==> src/rtl/cmwc_pkg.sv <==
// Package for the complementary multiply-with-carry generator.
// Holds widths, constants, the function codes and the control structs.
// No dependencies; every other file imports it.
`default_nettype none

package cmwc_pkg;

    // Lag table geometry.
    localparam int TABLE_DEPTH = 4096;
    localparam int IDX_W       = $clog2(TABLE_DEPTH);

    // Datapath widths.
    localparam int WORD_W  = 32;
    localparam int MULT_W  = 15;
    localparam int PROD_W  = WORD_W + MULT_W;
    localparam int CARRY_W = 19;

    // Generator constants.
    localparam logic [CARRY_W-1:0] CARRY_INIT = CARRY_W'(362436);
    localparam logic [WORD_W-1:0]  PHI_WORD   = 32'h9e37_79b9;
    localparam logic [MULT_W-1:0]  MULT       = MULT_W'(18705);
    localparam logic [WORD_W-1:0]  COMPL_BASE = 32'hffff_fffe;
    localparam logic [IDX_W-1:0]   IDX_LAST   = IDX_W'(TABLE_DEPTH - 1);

    // Request codes carried in the func field.
    typedef enum logic {
        FUNC_SEED = 1'b0,
        FUNC_NEXT = 1'b1
    } t_func;

    // Commands from the controller to the datapath.
    typedef struct packed {
        logic start_next;  // advance index, read the table entry
        logic fill_start;  // capture the seed, restart the fill counter
        logic fill_step;   // write one table entry of the seed fill
        logic mul;         // register the product
        logic wb;          // write back the new word, update carry and output
    } t_dp_cmd;

    // Status from the datapath to the controller.
    typedef struct packed {
        logic fill_last;   // the fill counter points at the last entry
        logic out_busy;    // the output register holds a word not yet taken
    } t_dp_sts;

endpackage

`default_nettype wire

==> src/rtl/cmwc_ctrl.sv <==
// Controller of the generator: sequences seed fills and next requests.
// Issues commands to cmwc_datapath; depends on cmwc_pkg.
`default_nettype none

module cmwc_ctrl
    import cmwc_pkg::*;
(
    input  wire      i_clk,
    input  wire      i_rst_n,
    input  wire      i_in_valid,
    input  wire      i_in_func,
    input  t_dp_sts  i_sts,
    output logic     o_in_ready,
    output t_dp_cmd  o_cmd
);

    typedef enum logic [1:0] {
        S_IDLE,
        S_FILL,
        S_MUL,
        S_WB
    } t_state;

    t_state r_state;
    logic   r_in_ready;
    logic   accept;

    assign accept = r_in_ready & i_in_valid;

    // Commands decoded from the state and the request transfer.
    always_comb begin
        o_cmd.start_next = accept & (t_func'(i_in_func) == FUNC_NEXT);
        o_cmd.fill_start = accept & (t_func'(i_in_func) == FUNC_SEED);
        o_cmd.fill_step  = (r_state == S_FILL);
        o_cmd.mul        = (r_state == S_MUL);
        o_cmd.wb         = (r_state == S_WB) & ~i_sts.out_busy;
    end

    // State and request ready.
    always_ff @(posedge i_clk) begin
        if (!i_rst_n) begin
            r_state    <= S_IDLE;
            r_in_ready <= 1'b1;
        end else begin
            unique case (r_state)
                S_IDLE: begin
                    if (accept) begin
                        r_in_ready <= 1'b0;
                        if (t_func'(i_in_func) == FUNC_NEXT) begin
                            r_state <= S_MUL;
                        end else begin
                            r_state <= S_FILL;
                        end
                    end
                end
                S_FILL: begin
                    if (i_sts.fill_last) begin
                        r_state    <= S_IDLE;
                        r_in_ready <= 1'b1;
                    end
                end
                S_MUL: begin
                    r_state <= S_WB;
                end
                S_WB: begin
                    if (!i_sts.out_busy) begin
                        r_state    <= S_IDLE;
                        r_in_ready <= 1'b1;
                    end
                end
                default: begin
                    r_state    <= S_IDLE;
                    r_in_ready <= 1'b1;
                end
            endcase
        end
    end

    assign o_in_ready = r_in_ready;

    // Ready is only offered while no request is in progress.
    a_ready_idle: assert property (@(posedge i_clk) disable iff (!i_rst_n)
        r_in_ready |-> (r_state == S_IDLE))
        else $error("request ready outside the idle state");

    // A transfer closes the request channel on the next cycle.
    a_accept_closes: assert property (@(posedge i_clk) disable iff (!i_rst_n)
        accept |=> !r_in_ready)
        else $error("request channel still open after a transfer");

    // A fill runs without a break until the last entry is written.
    a_fill_runs: assert property (@(posedge i_clk) disable iff (!i_rst_n)
        (r_state == S_FILL && !i_sts.fill_last) |=> (r_state == S_FILL))
        else $error("seed fill left before the last entry");

    // A write-back only happens while the output register can take the word.
    a_wb_room: assert property (@(posedge i_clk) disable iff (!i_rst_n)
        o_cmd.wb |-> !i_sts.out_busy)
        else $error("write-back with a pending output word");

    // A finished write-back reopens the request channel.
    a_wb_reopens: assert property (@(posedge i_clk) disable iff (!i_rst_n)
        o_cmd.wb |=> r_in_ready)
        else $error("request channel not reopened after write-back");

endmodule

`default_nettype wire

==> config.mk <==
export PLATFORM = sky130hd
export DESIGN_NAME = cmwc_ctrl
export DESIGN_NICKNAME = d
export VERILOG_FILES = /design/src/rtl/cmwc_pkg.sv /design/src/rtl/cmwc_ctrl.sv
export SDC_FILE = /design/constraint.sdc
export NUM_CORES = 1
export LEC_CHECK = 0
export ABC_AREA = 0
export BUFFER_PORTS_ARGS = -buffer_cell sky130_fd_sc_hd__buf_2
export CAP_MARGIN = 15
export CORE_AREA = 2 2 39 41
export DETAILED_ROUTE_END_ITERATION = 8
export DIE_AREA = 0 0 41 43
export SETUP_SLACK_MARGIN = 0.5
export SLEW_MARGIN = 20
export SYNTH_ARGS = -nofsm -noshare
export SYNTH_HDL_FRONTEND = slang
export SYNTH_SLANG_ARGS = --single-unit
export TNS_END_PERCENT = 1
==> constraint.sdc <==
create_clock -name i_clk -period 1.1 [get_ports i_clk]
set_clock_uncertainty 0.15 [all_clocks]
set_input_delay 0.055 -clock i_clk [delete_from_list [all_inputs] [get_ports i_clk]]
set_output_delay 0.055 -clock i_clk [all_outputs]
set_load 0.02 [all_outputs]
== Word-level counts from Yosys, hierarchy flattened ==
Index checks and enable logic that the tools add are counted.

* Register bits after elaboration: 3
* Bits of input ports: 6
* Output and inout bits: 6
* Logic and storage cells: 27

* Eq/ne operators: 6
* Mux-type cells: 9
* Bitwise gates (word level): 6
* Reduce and logical (&&, ||, !) cells: 4

{| class="wikitable"
|+ Operator list
! cell !! number
|-
| two-way mux 2 bit || 4
|-
| one-hot mux 2 bit (4 select lines) || 1
|-
| inequality test 2 bit, second input constant || 3
|-
| bitwise AND 1 bit || 4
|-
| equality test 2 bit, second input constant || 2
|-
| AND reduction 4 bit || 1
|-
| two-way mux 1 bit || 3
|-
| one-hot mux 1 bit (3 select lines) || 1
|-
| AND reduction 3 bit || 1
|-
| nonzero test 3 bit || 1
|-
| equality test 2 x 1 -> 1 bit, second input constant || 1
|-
| logical NOT 2 bit || 1
|-
| inverter 1 bit || 2
|}

== Logic depth before layout (Yosys ltp) ==
Gate-level depths: netlist of run 1.

* Depth after elaboration: 3
* Mapped depth: 3
* Depth with buffers taken out: 3

== Worst setup path after synthesis of run 1 ==
OpenSTA, ideal clock, no wires.

* Kind: flip-flop to output port
* Start point: reg r_state[0]
* End point: out o_cmd[0] (netlist name)
* Arrival time: 0.937 ns
* Required time: 0.895 ns
* Path slack: -0.042 ns
* Cell stages (with the launch flop): 3
* Buffers on the path: 0
* Cells stage by stage: dfxtp_1 inv_2 nor3_1

{| class="wikitable"
|+ RTL lines
! what !! RTL line !! source
|-
| start: declaration || cmwc_ctrl.sv:24 || <nowiki>t_state r_state;</nowiki>
|-
| start signal: assignment || cmwc_ctrl.sv:42 || <nowiki>r_state <= S_IDLE;</nowiki>
|-
| start signal: assignment || cmwc_ctrl.sv:50 || <nowiki>r_state <= S_MUL;</nowiki>
|-
| start signal: assignment || cmwc_ctrl.sv:52 || <nowiki>r_state <= S_FILL;</nowiki>
|-
| end: declaration || cmwc_ctrl.sv:14 || <nowiki>output t_dp_cmd o_cmd</nowiki>
|}

== Worst setup path after layout of run 1 ==
* Start point: reg r_state[1]
* End point: reg r_state[0]

* Longest elaborated chain between the ends: 3
* Elaborated cells on any way between the ends: 9
* Those cells by class: eq/ne (6); mux (1); reduce/logical (2)

{| class="wikitable"
|+ Ends and longest elaborated chain
! what !! RTL line !! source
|-
| equality test 2 x 1 -> 1 bit, or another cell as far along || cmwc_ctrl.sv:45 || <nowiki>unique case (r_state)</nowiki>
|-
| inequality test 2 bit (no line) || - ||
|-
| AND reduction 3 bit (no line) || - ||
|}

Parallel ways exist; a longest one is shown, timed or not.
A chain may end at the register's enable or synchronous reset.

==> summary.md, run 1 <==
| Metric | Value |
|---|---|
| Reg2reg setup slack | -0.04 ns |
| Pin count of the biggest net entering global routing | 6 |
| Switch share | 32.2% |
| Layout overhead on the synthesized area | 94.8% |
| Synthesized cell area | 169 sq um |
| YS warnings | 0 |
| Count of mapped cells out of synthesis | 22 |
| Die outline width | 41 um |
| Post-layout worst setup margin | -0.0391 ns |
| Power Internal | 339 uW |
| Type of the most critical hold path | in2reg |
| Die footprint | 1760 sq um |
| Clock tree buffer depth | 2 |
| Most frequent standard cell in the layout excluding fill and tap cells | buf_2 |
| Post-detailed-placement half-perimeter wirelength | 348 um |
| Clk sinks | 3 |
| Clock slew at reported path FFs | 0.04 ns |
| Drt first pass iters | 2 |
| Vias in the first global route | 201 |
| WHS | -0.0694 ns |
| Peak per-stage delay on the critical path | 0.32 ns |
| Main area contributors after synthesis | dfxtp_1, o31ai_4, nor2_1 |
| Part of the total power dissipated in sequential elements | 29.4% |
| TritonCTS clock tree | yes |
| Final-report hold violation count | 3 |
| Start point of the critical path | r_state[1] |
| Post-route total power | 500 uW |
| Proportion of synthesized chip area in sequential cells | 35.6% |
| Setup crit start kind | flop |
| Number of nets produced by synthesis | 28 |
| LEAKAGE | 0.000143 uW |
| Net count reported at finish | 45 |
| Per-instance average area after synthesis | 7.68 sq um |
| Max cap viols | 0 |
| Critical path fanouts, max | 3 |
| Average detailed-routed wire length per instance | 8.31 um |
| Clock network power share | 38.7% |
| Core outline area | 1380 sq um |
| First-pass GRT wire length | 759 um |
| Total count of max-transition violations in the final report | 0 |
| Fmax | 878 MHz |
| Worst setup timing slack at the placement stage | 0.0597 ns |
| Antenna cells | 0 |
| Result of the run | finished, violations left |
| Biggest area consumer among synthesized cells | dfxtp_1 |
| Worst-skew pair later-pin latency | 0.23 ns |
| Number of setup violations in the final report | 5 |
| Final wirelength | 449 um |
| Global-route congestion overflow total | 0 |
| Peak supply drop | 552 uV |
| Post-layout min period | 1.14 ns |
| Failing checks | negative hold slack, negative setup slack |
| Effective utilization at floorplan | 12.2% |
| Reported net switching power | 161 uW |
| RSZ-0062 raised after global routing | yes |
| Share of power burned in combinational logic | 31.9% |
| Crit path cell chain | buf_4 > and2_4 > o31ai_4 > nor2b_1 |
| Worst setup path class | reg2reg |
| Reg-to-Reg Start | r_state[1] |
| Root buf cell | clkbuf_4 |
| Arrival time worst endpoint | 1.10 ns |
| Drt drc | 0 |
| Critical path's top delay family | flip-flops |
| Boundary Pins | 12 |
| Number of antenna violations at the first check in global routing | 0 |
| Number of buffers created by CTS | 3 |
| Transition at the pin with the smallest max-transition slack | 0.233 ns |
| Max stage delay cell, worst path | dfxtp_2 |
| Initial detailed-routing violation count | 4 |
| Worst Path Required | 1.07 ns |
| Number of storage elements in the synthesis netlist | 3 |
| Portion of synthesized cell area occupied by the leading cell type | 35.6% |
| Final Cycle Share | 104% |
| Type of destination of the critical path | flop |
| Vias post-DR | 203 |
| Die Y-Extent | 43 um |
| Routability Congestion | 0.655 |
| Count of input and output buffers | 11 |
| Critical path buffer and inverter count | 1 |
| Share of post-route cells with drive strength above 1 | 68.4% |
| Final antenna-violating net count | 0 |
| Pwr Density | 1520 nW/um^2 |
| Per-cell via count in the routed design | 3.76 |
| H-tree depth | 1 |
| Top library cells by usage in the layout, fill and taps aside | buf_2, buf_4, nor2_1, clkbuf_4 |
| Site Rows | 14 |
| Worst slew margin relative to its limit | 84.5% |
| Total global routing track utilization | 6.92% |
| Launch point of the worst hold path | i_rst_n |
| Unique masters post-synth | 15 |
cell families after synthesis:
| group | after synthesis | synth area share [%] |
|---|---|---|
| AO/OA/AOI/OAI | 4 | 23.7 |
| buffers and inverters | 2 | 4.44 |
| flip-flops | 3 | 35.6 |
| AND/OR/NAND/NOR | 13 | 36.3 |
tightest hold or removal path, delay by kind of cell:
family / cells / cell delay [ns]
AOI/OAI and AO/OA: 2 / 0.10
buffers and inverters: 1 / 0.11
synthesized netlist by cell type, drive strengths merged:
| library cell | n |
|---|---|
| nor2 | 5 |
| dfxtp | 3 |
| inv | 2 |
| nand2 | 2 |
| a21o | 1 |
| a31oi | 1 |
| and2 | 1 |
| and3 | 1 |
| nand3 | 1 |
| nand4 | 1 |
| nor2b | 1 |
| nor3 | 1 |
| o21ai | 1 |
| o31ai | 1 |
registers in the layout, summed over array words and instances, names as in the netlist:
name        count
o_in_ready      1
r_state         2
layer usage:
layer | track usage (%) | wire (um) | part of all wire (%) | up-vias
li1 | - | - | - | 106
met5 | 0 | 0 | 0 | -
met1 | 8.65 | 220 | 49 | 84
met3 | 6.28 | 55 | 12 | 0
met4 | 4.00 | 0 | 0 | 0
met2 | 7.50 | 173 | 39 | 13
layout make-up:
class	count	area, sq um
fill	154	1050
multi-input combinational	17	121
timing repair buffer	12	82.6
sequential	3	68.8
clock buffer	4	26.3
tap	16	20.0
inverter	2	10.0
final timing paths:
kind           endpoint  cells after the start
max          r_state[0]                      4
max reg2reg  r_state[0]                      4
min reg2reg  o_in_ready                      1
min          r_state[1]                      3
power by group through the flow:
stage / clock network [uW] / registers, uW / logic (uW)
floorplan: 0 / 151 / 83.8
global placement: 0 / 148 / 131
detailed placement: 0 / 148 / 133
CTS: 204 / 146 / 160
global route: 218 / 150 / 175
finish: 193 / 147 / 159
through the flow:
stage,std cells,cell area [sq um],util (%),hold slack (ns),setup TNS (ns)
after CTS,54,324,23.4,-0.0752,-0.191
after floorplan,22,185,-,0.00562,0
after global routing,54,329,23.8,-0.0732,-0.446
after detailed placement,49,260,18.8,0.176,0
final,54,329,23.8,-0.0694,-0.142
after global placement,49,260,18.8,0.169,0
what timing repair did:
action | in CTS | in global routing
pin swaps | 1 | 0
setup endpoints to repair | 9 | 9
endpoints found under the hold margin | 3 | 3
resized for setup | 10 | 2
buffers inserted | 1 | 0
(Power assumes the default switching activity.)
==> run 2: changes to the inputs <==
CTS_BUF_LIST = sky130_fd_sc_hd__clkbuf_16   (was unset)
CTS_CLUSTER_SIZE = 40   (was unset)
==> summary.md, run 2 (same netlist as run 1, synthesis figures left out) <==
| Metric | Value |
|---|---|
| Die Y-Extent | 43 um (unchanged) |
| Initial detailed-routing violation count | 0 (was 4) |
| RSZ-0062 raised after global routing | yes (unchanged) |
| Drt drc | 0 (unchanged) |
| Most frequent standard cell in the layout excluding fill and tap cells | buf_2 (unchanged) |
| Post-layout worst setup margin | -0.0230 ns (was -0.0391 ns) |
| Worst-skew pair later-pin latency | 0.22 ns (was 0.23 ns) |
| Type of destination of the critical path | output port (was flop) |
| Post-layout min period | 1.12 ns (was 1.14 ns) |
| Number of antenna violations at the first check in global routing | 0 (unchanged) |
| Total global routing track utilization | 7.72% (was 6.92%) |
| Clock tree buffer depth | 2 (unchanged) |
| First-pass GRT wire length | 793 um (was 759 um) |
| Average detailed-routed wire length per instance | 8.65 um (was 8.31 um) |
| Die footprint | 1760 sq um (unchanged) |
| Setup crit start kind | flop (unchanged) |
| Count of input and output buffers | 11 (unchanged) |
| Utilization after layout | 28.7% (was 23.8%) |
| Top library cells by usage in the layout, fill and taps aside | buf_2, buf_6, clkbuf_16, buf_4 (was buf_2, buf_4, nor2_1, clkbuf_4) |
| Failing checks | negative hold slack, negative setup slack (unchanged) |
| Fmax | 890 MHz (was 878 MHz) |
| Placed instance area | 260 sq um (unchanged) |
| Post-route total power | 891 uW (was 500 uW) |
| Worst setup timing slack at the placement stage | 0.0597 ns (unchanged) |
| Post-detailed-placement half-perimeter wirelength | 348 um (unchanged) |
| Root buf cell | clkbuf_16 (was clkbuf_4) |
| Clock slew at reported path FFs | 0.03 ns (was 0.04 ns) |
| Vias post-DR | 211 (was 203) |
| Boundary Pins | 12 (unchanged) |
| Post-route cell area | 397 sq um (was 329 sq um) |
| Fin Setup TNS | -0.0320 ns (was -0.142 ns) |
| Number of setup violations in the final report | 2 (was 5) |
| Cell depth of the worst hold path | 3 (unchanged) |
| H-tree depth | 1 (unchanged) |
| Transition at the pin with the smallest max-transition slack | 0.227 ns (was 0.233 ns) |
| Final wirelength | 467 um (was 449 um) |
| Number of buffers created by CTS | 3 (unchanged) |
| Die outline width | 41 um (unchanged) |
| Arrival time worst endpoint | 0.92 ns (was 1.10 ns) |
| TritonCTS clock tree | yes (unchanged) |
| Global-route congestion overflow total | 0 (unchanged) |
| Peak supply drop | 716 uV (was 552 uV) |
| WHS | -0.0601 ns (was -0.0694 ns) |
| Critical path fanouts, max | 4 (was 3) |
| Core outline area | 1380 sq um (unchanged) |
| Per-cell via count in the routed design | 3.91 (was 3.76) |
| Worst Path Required | 0.89 ns (was 1.07 ns) |
| Path depth of the worst reg2reg path | 4 (unchanged) |
| Final-report hold violation count | 3 (unchanged) |
| Net count reported at finish | 45 (unchanged) |
| Result of the run | finished, violations left (unchanged) |
| Total count of max-transition violations in the final report | 0 (unchanged) |
| Clk sinks | 3 (unchanged) |
| Antenna cells | 0 (unchanged) |
| Pwr Density | 2250 nW/um^2 (was 1520 nW/um^2) |
| LEAKAGE | 0.000175 uW (was 0.000143 uW) |
| Site Rows | 14 (unchanged) |
| Max cap viols | 0 (unchanged) |
| Type of the most critical hold path | in2reg (unchanged) |
| Pin count of the biggest net entering global routing | 6 (unchanged) |
| Worst setup path class | reg2out (was reg2reg) |
| Worst slew margin relative to its limit | 84.8% (was 84.5%) |
| Routability Congestion | 0.655 (unchanged) |
| Vias in the first global route | 207 (was 201) |
| Final Cycle Share | 102% (was 104%) |
| Share of post-route cells with drive strength above 1 | 71.1% (was 68.4%) |
| Effective utilization at floorplan | 12.2% (unchanged) |
| Biggest register | r_state (unchanged) |
| Final antenna-violating net count | 0 (unchanged) |
| Max FFs per register | 2 (unchanged) |
| Layout overhead on the synthesized area | 135% (was 94.8%) |
| Drt first pass iters | 1 (was 2) |
[run 2: per-stage QoR]
step / hold slack (ns) / std cells
finish: -0.0601 / 54
global route: -0.0477 / 54
CTS: -0.0596 / 54
detailed placement: 0.176 / 49
global placement: 0.169 / 49
floorplan: 0.00562 / 22
[run 2: layout make-up]
cell class,count,area [sq um]
Tap cell,16,20.0
Clock inverter,1,3.75
Fill cell,147,987
Inverter,2,10.0
Clock buffer,3,75.1
Timing Repair Buffer,12,92.6
Sequential cell,3,68.8
Multi-Input combinational cell,17,126
[run 2: power by group]
part | switching [uW] | leakage, uW | internal, uW | total (uW)
Clock | 99.8 | 0.0000423 | 469 | 569
Sequential | 20.1 | 0.0000259 | 129 | 149
Combinational | 88.3 | 0.000107 | 85.0 | 173
[run 2: path summary, 6_finish.rpt]
check	start	end	slack, ns
hold reg to reg	o_in_ready	o_in_ready	0.34
setup / recovery	r_state[1]	o_cmd[0]	-0.02
hold / removal	i_rst_n	r_state[0]	-0.06
setup reg to reg	r_state[1]	r_state[1]	0.03
[run 2: per-layer routing]
metal	wire length, um	vias up	global-route usage, %
met2	162	13	7.50
met3	67	4	4.71
met5	0	-	0
met1	209	87	9.27
met4	28	0	10.0
li1	-	107	-
[run 2: critical path, cell delays in order (launching register included)]
cell and delay [ns]:
dfxtp_2 0.35, inv_2 0.05, nor3_2 0.14, buf_4 0.16
[run 2: repair_timing]
item / 4_1_cts / 5_1_grt
buffers inserted: 1 / 0
setup endpoints to repair: 9 / 9
pin swaps: 2 / 0
gates resized for setup: 14 / 3
endpoints found under the hold margin: 3 / 3
